$ cat src/hw/rtl/ile_pkg.sv
`timescale 1ns / 1ps
// ----------------------------------------------------------------------------
// ile_pkg
// shared types, operation and status codes for the indexed list engine
// ----------------------------------------------------------------------------
package ile_pkg;

	localparam int CAPACITY_DEF   = 64;
	localparam int DATA_WIDTH_DEF = 32;
	localparam int GROUP_SIZE     = 8;
	localparam int GROUP_W        = 3;

	localparam logic [3:0] K_ADD_AT       = 4'd0;
	localparam logic [3:0] K_ADD_HEAD     = 4'd1;
	localparam logic [3:0] K_ADD_TAIL     = 4'd2;
	localparam logic [3:0] K_EXTRACT_AT   = 4'd3;
	localparam logic [3:0] K_EXTRACT_HEAD = 4'd4;
	localparam logic [3:0] K_EXTRACT_TAIL = 4'd5;
	localparam logic [3:0] K_GET          = 4'd6;
	localparam logic [3:0] K_SET          = 4'd7;
	localparam logic [3:0] K_INDEX_OF     = 4'd8;
	localparam logic [3:0] K_SWAP         = 4'd9;

	localparam logic [2:0] ST_OK        = 3'd0;
	localparam logic [2:0] ST_BAD_INDEX = 3'd1;
	localparam logic [2:0] ST_EMPTY     = 3'd2;
	localparam logic [2:0] ST_FULL      = 3'd3;
	localparam logic [2:0] ST_NOT_FOUND = 3'd4;

	typedef struct packed {
		logic [3:0]         kind;
		logic [6:0]         index;
		logic [6:0]         second_index;
		logic signed [31:0] element;
	} ile_req_t;

	typedef struct packed {
		logic [2:0]         status;
		logic signed [31:0] value;
		logic [5:0]         found_index;
		logic [6:0]         length;
	} ile_rsp_t;

	typedef struct packed {
		logic insert;
		logic remove;
		logic we_a;
		logic we_b;
	} ile_cell_ctl_t;

endpackage

$ cat src/hw/rtl/ile_cell.sv
`timescale 1ns / 1ps
// ----------------------------------------------------------------------------
// ile_cell
// one list slot: shifts with its neighbours, takes direct writes, compares
// ----------------------------------------------------------------------------
module ile_cell
	import ile_pkg::*;
#(
	parameter int DATA_WIDTH = DATA_WIDTH_DEF,
	parameter int CW         = 7,
	parameter int MY_POS     = 0
) (
	input  logic                  clk,
	input  ile_cell_ctl_t         ctl,
	input  logic [CW-1:0]         pos_a,
	input  logic [CW-1:0]         pos_b,
	input  logic [CW-1:0]         len,
	input  logic [DATA_WIDTH-1:0] word_a,
	input  logic [DATA_WIDTH-1:0] word_b,
	input  logic [DATA_WIDTH-1:0] key,
	input  logic [DATA_WIDTH-1:0] from_lo,
	input  logic [DATA_WIDTH-1:0] from_hi,
	output logic [DATA_WIDTH-1:0] q,
	output logic                  sel_a,
	output logic                  sel_b,
	output logic                  match
);

	localparam logic [CW-1:0] MY = CW'(MY_POS);

	logic [DATA_WIDTH-1:0] slot_q;
	logic                  above_a;

	assign sel_a   = (MY == pos_a);
	assign sel_b   = (MY == pos_b);
	assign above_a = (MY > pos_a);
	assign match   = (MY < len) && (slot_q == key);
	assign q       = slot_q;

	always_ff @(posedge clk) begin
		priority if (ctl.insert) begin
			if (sel_a) begin
				slot_q <= word_a;
			end else if (above_a) begin
				slot_q <= from_lo;
			end
		end else if (ctl.remove) begin
			if (sel_a || above_a) begin
				slot_q <= from_hi;
			end
		end else if (ctl.we_a && sel_a) begin
			slot_q <= word_a;
		end else if (ctl.we_b && sel_b) begin
			slot_q <= word_b;
		end
	end

endmodule

$ cat config.mk
export PLATFORM = sky130hd
export DESIGN_NAME = ile_cell
export DESIGN_NICKNAME = d
export VERILOG_FILES = /design/src/hw/rtl/ile_pkg.sv /design/src/hw/rtl/ile_cell.sv
export SDC_FILE = /design/constraint.sdc
export NUM_CORES = 1
export LEC_CHECK = 0
export ABC_AREA = 0
export BUFFER_PORTS_ARGS = -buffer_cell sky130_fd_sc_hd__buf_4
export CAP_MARGIN = 20
export CORE_ASPECT_RATIO = 1.4
export CORE_MARGIN = 2
export CORE_UTILIZATION = 35
export CTS_BUF_LIST = sky130_fd_sc_hd__clkbuf_8 sky130_fd_sc_hd__clkbuf_16
export DETAILED_ROUTE_END_ITERATION = 7
export PLACE_DENSITY = 0.77
export SLEW_MARGIN = 20
export SYNTH_ARGS = -nofsm -noshare
export SYNTH_HDL_FRONTEND = slang
export SYNTH_SLANG_ARGS = --single-unit
$ cat constraint.sdc
create_clock -name clk -period 3.1 [get_ports clk]
set_input_delay 0.31 -clock clk [delete_from_list [all_inputs] [get_ports clk]]
set_output_delay 0.31 -clock clk [all_outputs]
set_load 0.005 [all_outputs]
==> results of run 1 <==
==> critical path, stage by stage, from the launching register on <==
cell,delay [ns]
edfxtp_1,0.41
xor2_1,0.16
nor4_1,0.50
nand3_1,0.20
a2111oi_0,0.43
buf_4,0.18
==> through the flow <==
step	std cells	hold slack [ns]	setup slack [ns]
floorplan	235	0.504	0.185
global placement	541	0.596	0.911
detailed placement	541	0.596	0.859
CTS	549	0.308	0.632
global route	549	0.308	0.559
finish	549	0.312	0.635
==> area by class of cell <==
type	count	area [sq um]	area share
Tap cell	97	121	0.0275
Multi-Input combinational cell	185	1530	0.346
Clock inverter	3	42.5	0.00963
Clock buffer	5	68.8	0.0156
Inverter	2	7.51	0.00170
Sequential cell	32	961	0.218
Timing Repair Buffer	225	1690	0.382
==> layer usage <==
metal / wire length [um] / GRT usage / up-vias / part of all wire
met5: 0 / 0 / - / 0
met4: 259 / 0.0870 / 0 / 0.027
li1: - / - / 1349 / -
met3: 441 / 0.0300 / 18 / 0.046
met1: 3540 / 0.254 / 1300 / 0.37
met2: 5250 / 0.430 / 129 / 0.55
==> kinds of logic (layout without fill, tap and decap cells) <==
family / Yosys count / count (layout) / share of synthesized area
muxes: 64 / 64 / 0.248
and+or+nand+nor: 55 / 55 / 0.116
AOI/OAI and AO/OA: 34 / 34 / 0.114
xor gates and xnor gates: 32 / 32 / 0.108
DFF: 32 / 32 / 0.371
buffers and inverters: 18 / 235 / 0.0435
==> layout by cell type (no fill, tap or decap) <==
master / n
a2111oi_0: 1
buf_4: 225
bufinv_16: 1
clkbuf_8: 5
clkinv_2: 1
clkinvlp_4: 1
edfxtp_1: 32
inv_1: 1
inv_2: 1
mux2i_1: 64
nand2_1: 31
nand2_4: 1
nand3_1: 3
nand3_4: 1
nand4_1: 2
nor2_1: 2
nor2b_2: 1
nor3_1: 1
nor3_2: 1
nor4_1: 8
nor4_2: 1
nor4_4: 1
o21ai_4: 1
o221ai_1: 32
or2_1: 1
or4_1: 1
xnor2_1: 4
xor2_1: 28
==> report_power, final <==
part | switching [mW] | leakage [nW] | total [mW] | internal (mW)
Sequential | 0.00239 | 0.276 | 0.487 | 0.485
Combinational | 0.114 | 2.01 | 0.322 | 0.208
Clock | 0.159 | 0.0541 | 0.396 | 0.238
Total | 0.275 | 2.34 | 1.20 | 0.930
==> path summary, 6_finish.rpt <==
kind	startpoint	endpoint	slack (ns)
hold / removal	from_hi[31]	q[31]	0.31
setup / recovery	q[26]	match	0.64
==> impl_metrics.toml, run 1 <==
[detailed_routing]
wirelength_um = 9490
drc = 0
drt_first_pass_iters = 4
vias_per_cell = 5.09
drtIter0Drc = 75
drtAntennaViolNets = 0
vias = 2796
post_drt_wl_per_cell_um = 17.3

[logic_synthesis]
synth_edf_count = 32
syn_nets = 421
synth_top_area_frac = 0.371
synthTopCellsByArea = "edfxtp_1 (37%), mux2i_1 (25%), o221ai_1 (11%)"
synth.distinct_cells = 25
synth_commonest_cells = "mux2i_1 (64), edfxtp_1 (32), o221ai_1 (32), nand2_1 (31), xor2_1 (28)"
ys_warn_count = 0
yosysMostFrequentCell = "mux2i_1"
ys.flop_type = "edfxtp_1"
ys_async_sr_fraction = 0
netlist_area_sq_um = 2590
avgSynthCellArea_sq_um = 11.0
yosysTopAreaCell = "edfxtp_1"
ys_seq_elements = 32
ys_seq_area_frac = 0.371
syn_inst = 235

[final_layout]
finalInstanceArea_sq_um = 4420
diodes = 0
syn2layout_area_growth_pct = 70.7
layout.nets = 637
drive_gt1_frac = 0.533
nFillCells = 637
fin_util = 0.608
largest_register_ffs = 32

[cts]
cts_max_level = 2
cts_made_buffers = 5
cts_tree = "done"
cts_setup_buffers = 0
ctsResizeCount = 0
hold_buffers = 0
cts_root_buffer = "clkbuf_8"
clk_pin_slew_ns = 0.07
cts_max_path_buffers = 2
clock-sinks = 32

[placement]
placed_area_sq_um = 4310
hpwl_um = 7680
gp_congestion = 0.946
port_buffers = 220

[sta]
max_freq_mhz = 406
max_slew_margin = 0.571
worstMarginPinSlew_ns = 0.644
fin_crit_sh = 0.795
finalMaxSlewViolations = 0
fin_crit_ns = 2.46
hold_viol = 0
setup_viol = 0
tns_ns = 0
rsz0062_at_grt = "false"

[grt]
grt_first_pass_wirelength_um = 14400
grt_max_degree = 34
grt_pass1_vias = 2884
grt_overflow = 0
antenna_found_initial = 0
track_usage = 0.227

[setup_path]
worstSetupEndpointType = "primary output"
crit_required_ns = 2.79
crit_fanout = 2
startpoint_type = "register"
arrival_ns = 2.15
criticalPathCategory = "reg -> out"

[run_status]
status = "finished clean"

[die]
die_x_um = 76.7
fp.dieH_um = 106
num_rows = 37
fp.dieArea_sq_um = 8110
io_pins = 221
design.core.area_sq_um = 7270
start_util = 0.356

[power]
p_leak_nw = 2.34
max-vdd-ir-drop_uv = 141
p_total_mw = 1.20
pwr_density_cell_nw_per_um2 = 273

[run]
maxCapViolCount = 0

[hold_path]
hold_class = "in -> reg"
hold_depth = 3
(Power assumes the default switching activity.)
==> run 2: changes to the inputs <==
- CORE_ASPECT_RATIO: 1.4 -> default
- CORE_UTILIZATION: 35 -> 39
- PLACE_DENSITY: 0.77 -> 0.82
- clock period: 3.1 -> 2.6 ns (I/O delays scaled with it)
==> impl_metrics.toml, run 2 (synthesis results as in run 1) <==
[setup_path]
crit_path_top_delay_cell = "edfxtp_1"
criticalPathCategory = "reg -> out"
critPathBufInv = 1
crit_fanout = 2
crit_required_ns = 2.34
crit_chain = "xor2_1 > nor4_1 > nand4_1 > a2111oi_0 > buf_4"
arrival_ns = 2.00
max_stage_delay_ns = 0.41
path_delay_family = "simple AND/OR/NAND/NOR gates"
worstSetupEndpointType = "primary output"
startpoint_type = "register"

[grt]
grt_overflow = 0
grt_pass1_vias = 2986
grt_first_pass_wirelength_um = 14100
antenna_found_initial = 0
grt_max_degree = 35
track_usage = 0.245

[placement]
hpwl_um = 7460
gp_congestion = 0.808
pre_cts_ws_ns = 0.516
port_buffers = 220

[detailed_routing]
drt_first_pass_iters = 4
vias = 2822
drtAntennaViolNets = 0
wirelength_um = 9050
drtIter0Drc = 90
post_drt_wl_per_cell_um = 17.1
drc = 0
vias_per_cell = 5.32

[final_layout]
fin_util = 0.692
layout.nets = 638
nFillCells = 505
diodes = 0
largest_register_ffs = 32
final_common_cell = "buf_4"
multi_input_area_sq_um = 1530
syn2layout_area_growth_pct = 70.8
seq_area_sq_um = 961
final_cell_mix = "buf_4 (224), mux2i_1 (64), o221ai_1 (32), edfxtp_1 (32), nand2_1 (31)"
drive_gt1_frac = 0.530

[cts]
clock-sinks = 32
cts_made_buffers = 5
clk_pin_slew_ns = 0.06
cts_max_level = 2
hold_buffers = 0
cts_tree = "done"
cts_root_buffer = "clkbuf_8"
ctsResizeCount = 0
cts_max_path_buffers = 2
cts_setup_buffers = 0

[die]
design.core.area_sq_um = 6390
num_rows = 29
start_util = 0.405
fp.dieH_um = 85.5
die_x_um = 85.5
fp.dieArea_sq_um = 7300
io_pins = 221

[sta]
hold_ws_ns = 0.266
fin_crit_ns = 2.26
setup_viol = 0
worstMarginPinSlew_ns = 0.685
fin_crit_sh = 0.868
hold_viol = 0
rsz0062_at_grt = "false"
finalMaxSlewViolations = 0
finalWorstSetupSlack_ns = 0.343
tns_ns = 0
max_freq_mhz = 443
max_slew_margin = 0.541

[power]
p_total_mw = 1.41
pwr_density_cell_nw_per_um2 = 320
max-vdd-ir-drop_uv = 183
p_leak_nw = 2.35

[hold_path]
hold_class = "in -> reg"
worstHoldStart = "from_hi[19]"
hold_end = "q[19]"
hold_depth = 3

[run]
maxCapViolCount = 0

[run_status]
status = "finished clean"
[run 2: cell types whose count changed in the layout (fill, tap and decap cells not counted)]
cell	delta
clkinv_2	-1
clkinv_1	+2
buf_4	-1
clkinvlp_4	-1
buf_12	+2
[run 2: worst max path at each step]
stage | startpoint | end | slack, ns | cells after the start
CTS | q[26] | match | 0.31 | 5
global route | q[26] | match | 0.14 | 5
detailed placement | pos_a[5] | q[18] | 0.52 | 5
floorplan | pos_a[5] | q[0] | 0.34 | 4
finish | q[17] | match | 0.34 | 5
global placement | pos_a[5] | q[13] | 0.57 | 5
[run 2: where the power goes]
part / switching (mW) / leakage (nW) / internal [mW]
clock: 0.170 / 0.0532 / 0.279
combinational: 0.135 / 2.02 / 0.249
sequential: 0.00295 / 0.276 / 0.578
total: 0.308 / 2.35 / 1.11
[run 2: final cells by class]
type / instances / area share
clock buffers: 5 / 0.0156
clock inverters: 3 / 0.00849
inverters: 2 / 0.00170
multi-input cells: 185 / 0.346
flip-flops and latches: 32 / 0.217
well taps: 77 / 0.0218
repair buffers: 226 / 0.389
[run 2: through the flow]
step / instance area [sq um] / instances
after floorplan: 2590 / 235
after detailed placement: 4310 / 522
after global routing: 4420 / 530
final: 4420 / 530
after CTS: 4420 / 530
after global placement: 4310 / 522
[run 2: metal layers]
layer | up-vias | global-route usage | routed length (um)
met3 | 6 | 0.0525 | 854
met4 | 0 | 0.0505 | 73
met5 | - | 0 | 0
li1 | 1352 | - | -
met2 | 166 | 0.450 | 4790
met1 | 1298 | 0.294 | 3330
[run 2: worst min-delay path, stage by stage]
cell and delay, ns:
buf_4 0.08, nand2_1 0.04, o221ai_1 0.05
==> run 3: changes to the inputs <==
- REMOVE_ABC_BUFFERS: default -> 1
- SKIP_LAST_GASP: default -> 1
==> impl_metrics.toml, run 3 (synthesis results as in run 1) <==
[final_layout]
fin_util = 0.685
final_common_cell = "buf_4"
diodes = 0
finalInstanceArea_sq_um = 4380
final_cell_mix = "buf_4 (227), mux2i_1 (64), o221ai_1 (32), edfxtp_1 (32), nand2_1 (31)"
largest_register_ffs = 32
drive_gt1_frac = 0.529
layout.nets = 639
syn2layout_area_growth_pct = 69.1

[grt]
track_usage = 0.238
grt_max_degree = 34
grt_pass1_vias = 2898
grt_first_pass_wirelength_um = 13700
antenna_found_initial = 0
grt_overflow = 0

[placement]
placed_area_sq_um = 4300
port_buffers = 220
pre_cts_ws_ns = 0.475
hpwl_um = 7300
gp_congestion = 0.866

[die]
die_x_um = 85.5
io_pins = 221
fp.dieH_um = 85.5
design.core.area_sq_um = 6390
num_rows = 29
fp.dieArea_sq_um = 7300
start_util = 0.405

[sta]
max_slew_margin = 0.313
hold_viol = 0
max_freq_mhz = 429
rsz0062_at_grt = "false"
finalMaxSlewViolations = 0
finalWorstSetupSlack_ns = 0.267
hold_ws_ns = 0.269
fin_crit_ns = 2.33
setup_viol = 0
worstMarginPinSlew_ns = 1.03
fin_crit_sh = 0.897

[setup_path]
crit_fanout = 2
crit_required_ns = 2.34
arrival_ns = 2.07
startpoint_type = "register"
criticalPathCategory = "reg -> out"
worstSetupEndpointType = "primary output"

[power]
pwr_density_cell_nw_per_um2 = 299
p_leak_nw = 2.34
max-vdd-ir-drop_uv = 180
p_total_mw = 1.31

[detailed_routing]
drtIter0Drc = 115
drc = 0
vias = 2858
post_drt_wl_per_cell_um = 17.1
wirelength_um = 9090
drtAntennaViolNets = 0
drt_first_pass_iters = 4
vias_per_cell = 5.38

[cts]
cts_setup_buffers = 0
cts_max_path_buffers = 2
cts_root_buffer = "clkbuf_8"
cts_made_buffers = 5
hold_buffers = 0
clk_pin_slew_ns = 0.07
clock-sinks = 32
cts_max_level = 2
ctsResizeCount = 0
cts_tree = "done"

[run_status]
status = "finished clean"

[hold_path]
worstHoldStart = "from_hi[8]"
hold_end = "q[8]"
hold_class = "in -> reg"
hold_depth = 3

[run]
maxCapViolCount = 0
[run 3: cell types whose count changed in the layout (fill, tap and decap cells not counted)]
cell	change
buf_12	-2
buf_4	+3
bufinv_16	-1
clkinv_1	-1
inv_1	+2
[run 3: worst max-delay path, cell delays in order (launching register included)]
cell and delay (ns):
edfxtp_1 0.40, xor2_1 0.16, nor4_1 0.40, nand4_1 0.22, a2111oi_0 0.44, buf_4 0.19
[run 3: worst max path at each step]
stage / slack (ns) / to / start / cells after the start
final: 0.27 / match / q[16] / 5
after global routing: 0.05 / match / q[16] / 5
after CTS: 0.21 / match / q[16] / 5
after detailed placement: 0.48 / q[19] / pos_a[5] / 4
after global placement: 0.49 / match / q[16] / 5
after floorplan: -0.40 / q[0] / pos_a[5] / 3
[run 3: power by group]
part | leakage, nW | switching [mW] | internal [mW]
clock network | 0.0482 | 0.166 | 0.178
registers | 0.276 | 0.00250 | 0.578
logic | 2.01 | 0.134 | 0.249
[run 3: cell type report]
type                            count  area, sq um
Multi-Input combinational cell    185         1530
Sequential cell                    32          961
Inverter                            2         7.51
Tap cell                           77         96.3
Clock buffer                        5         68.8
Clock inverter                      3         11.3
Timing Repair Buffer              227         1700
Fill cell                         530         2010
[run 3: per-layer routing]
metal | vias up | routed length (um) | track usage
met5 | - | 0 | 0
met4 | 0 | 130 | 0.0577
met3 | 12 | 834 | 0.0574
met2 | 172 | 4960 | 0.460
met1 | 1320 | 3170 | 0.258
li1 | 1354 | - | -
[run 3: stage by stage]
step,std cells,setup TNS (ns)
2_1_floorplan,219,-12.73
3_3_place_gp,523,0
3_5_place_dp,523,0
4_1_cts,531,0
5_1_grt,531,0
6_report,531,0
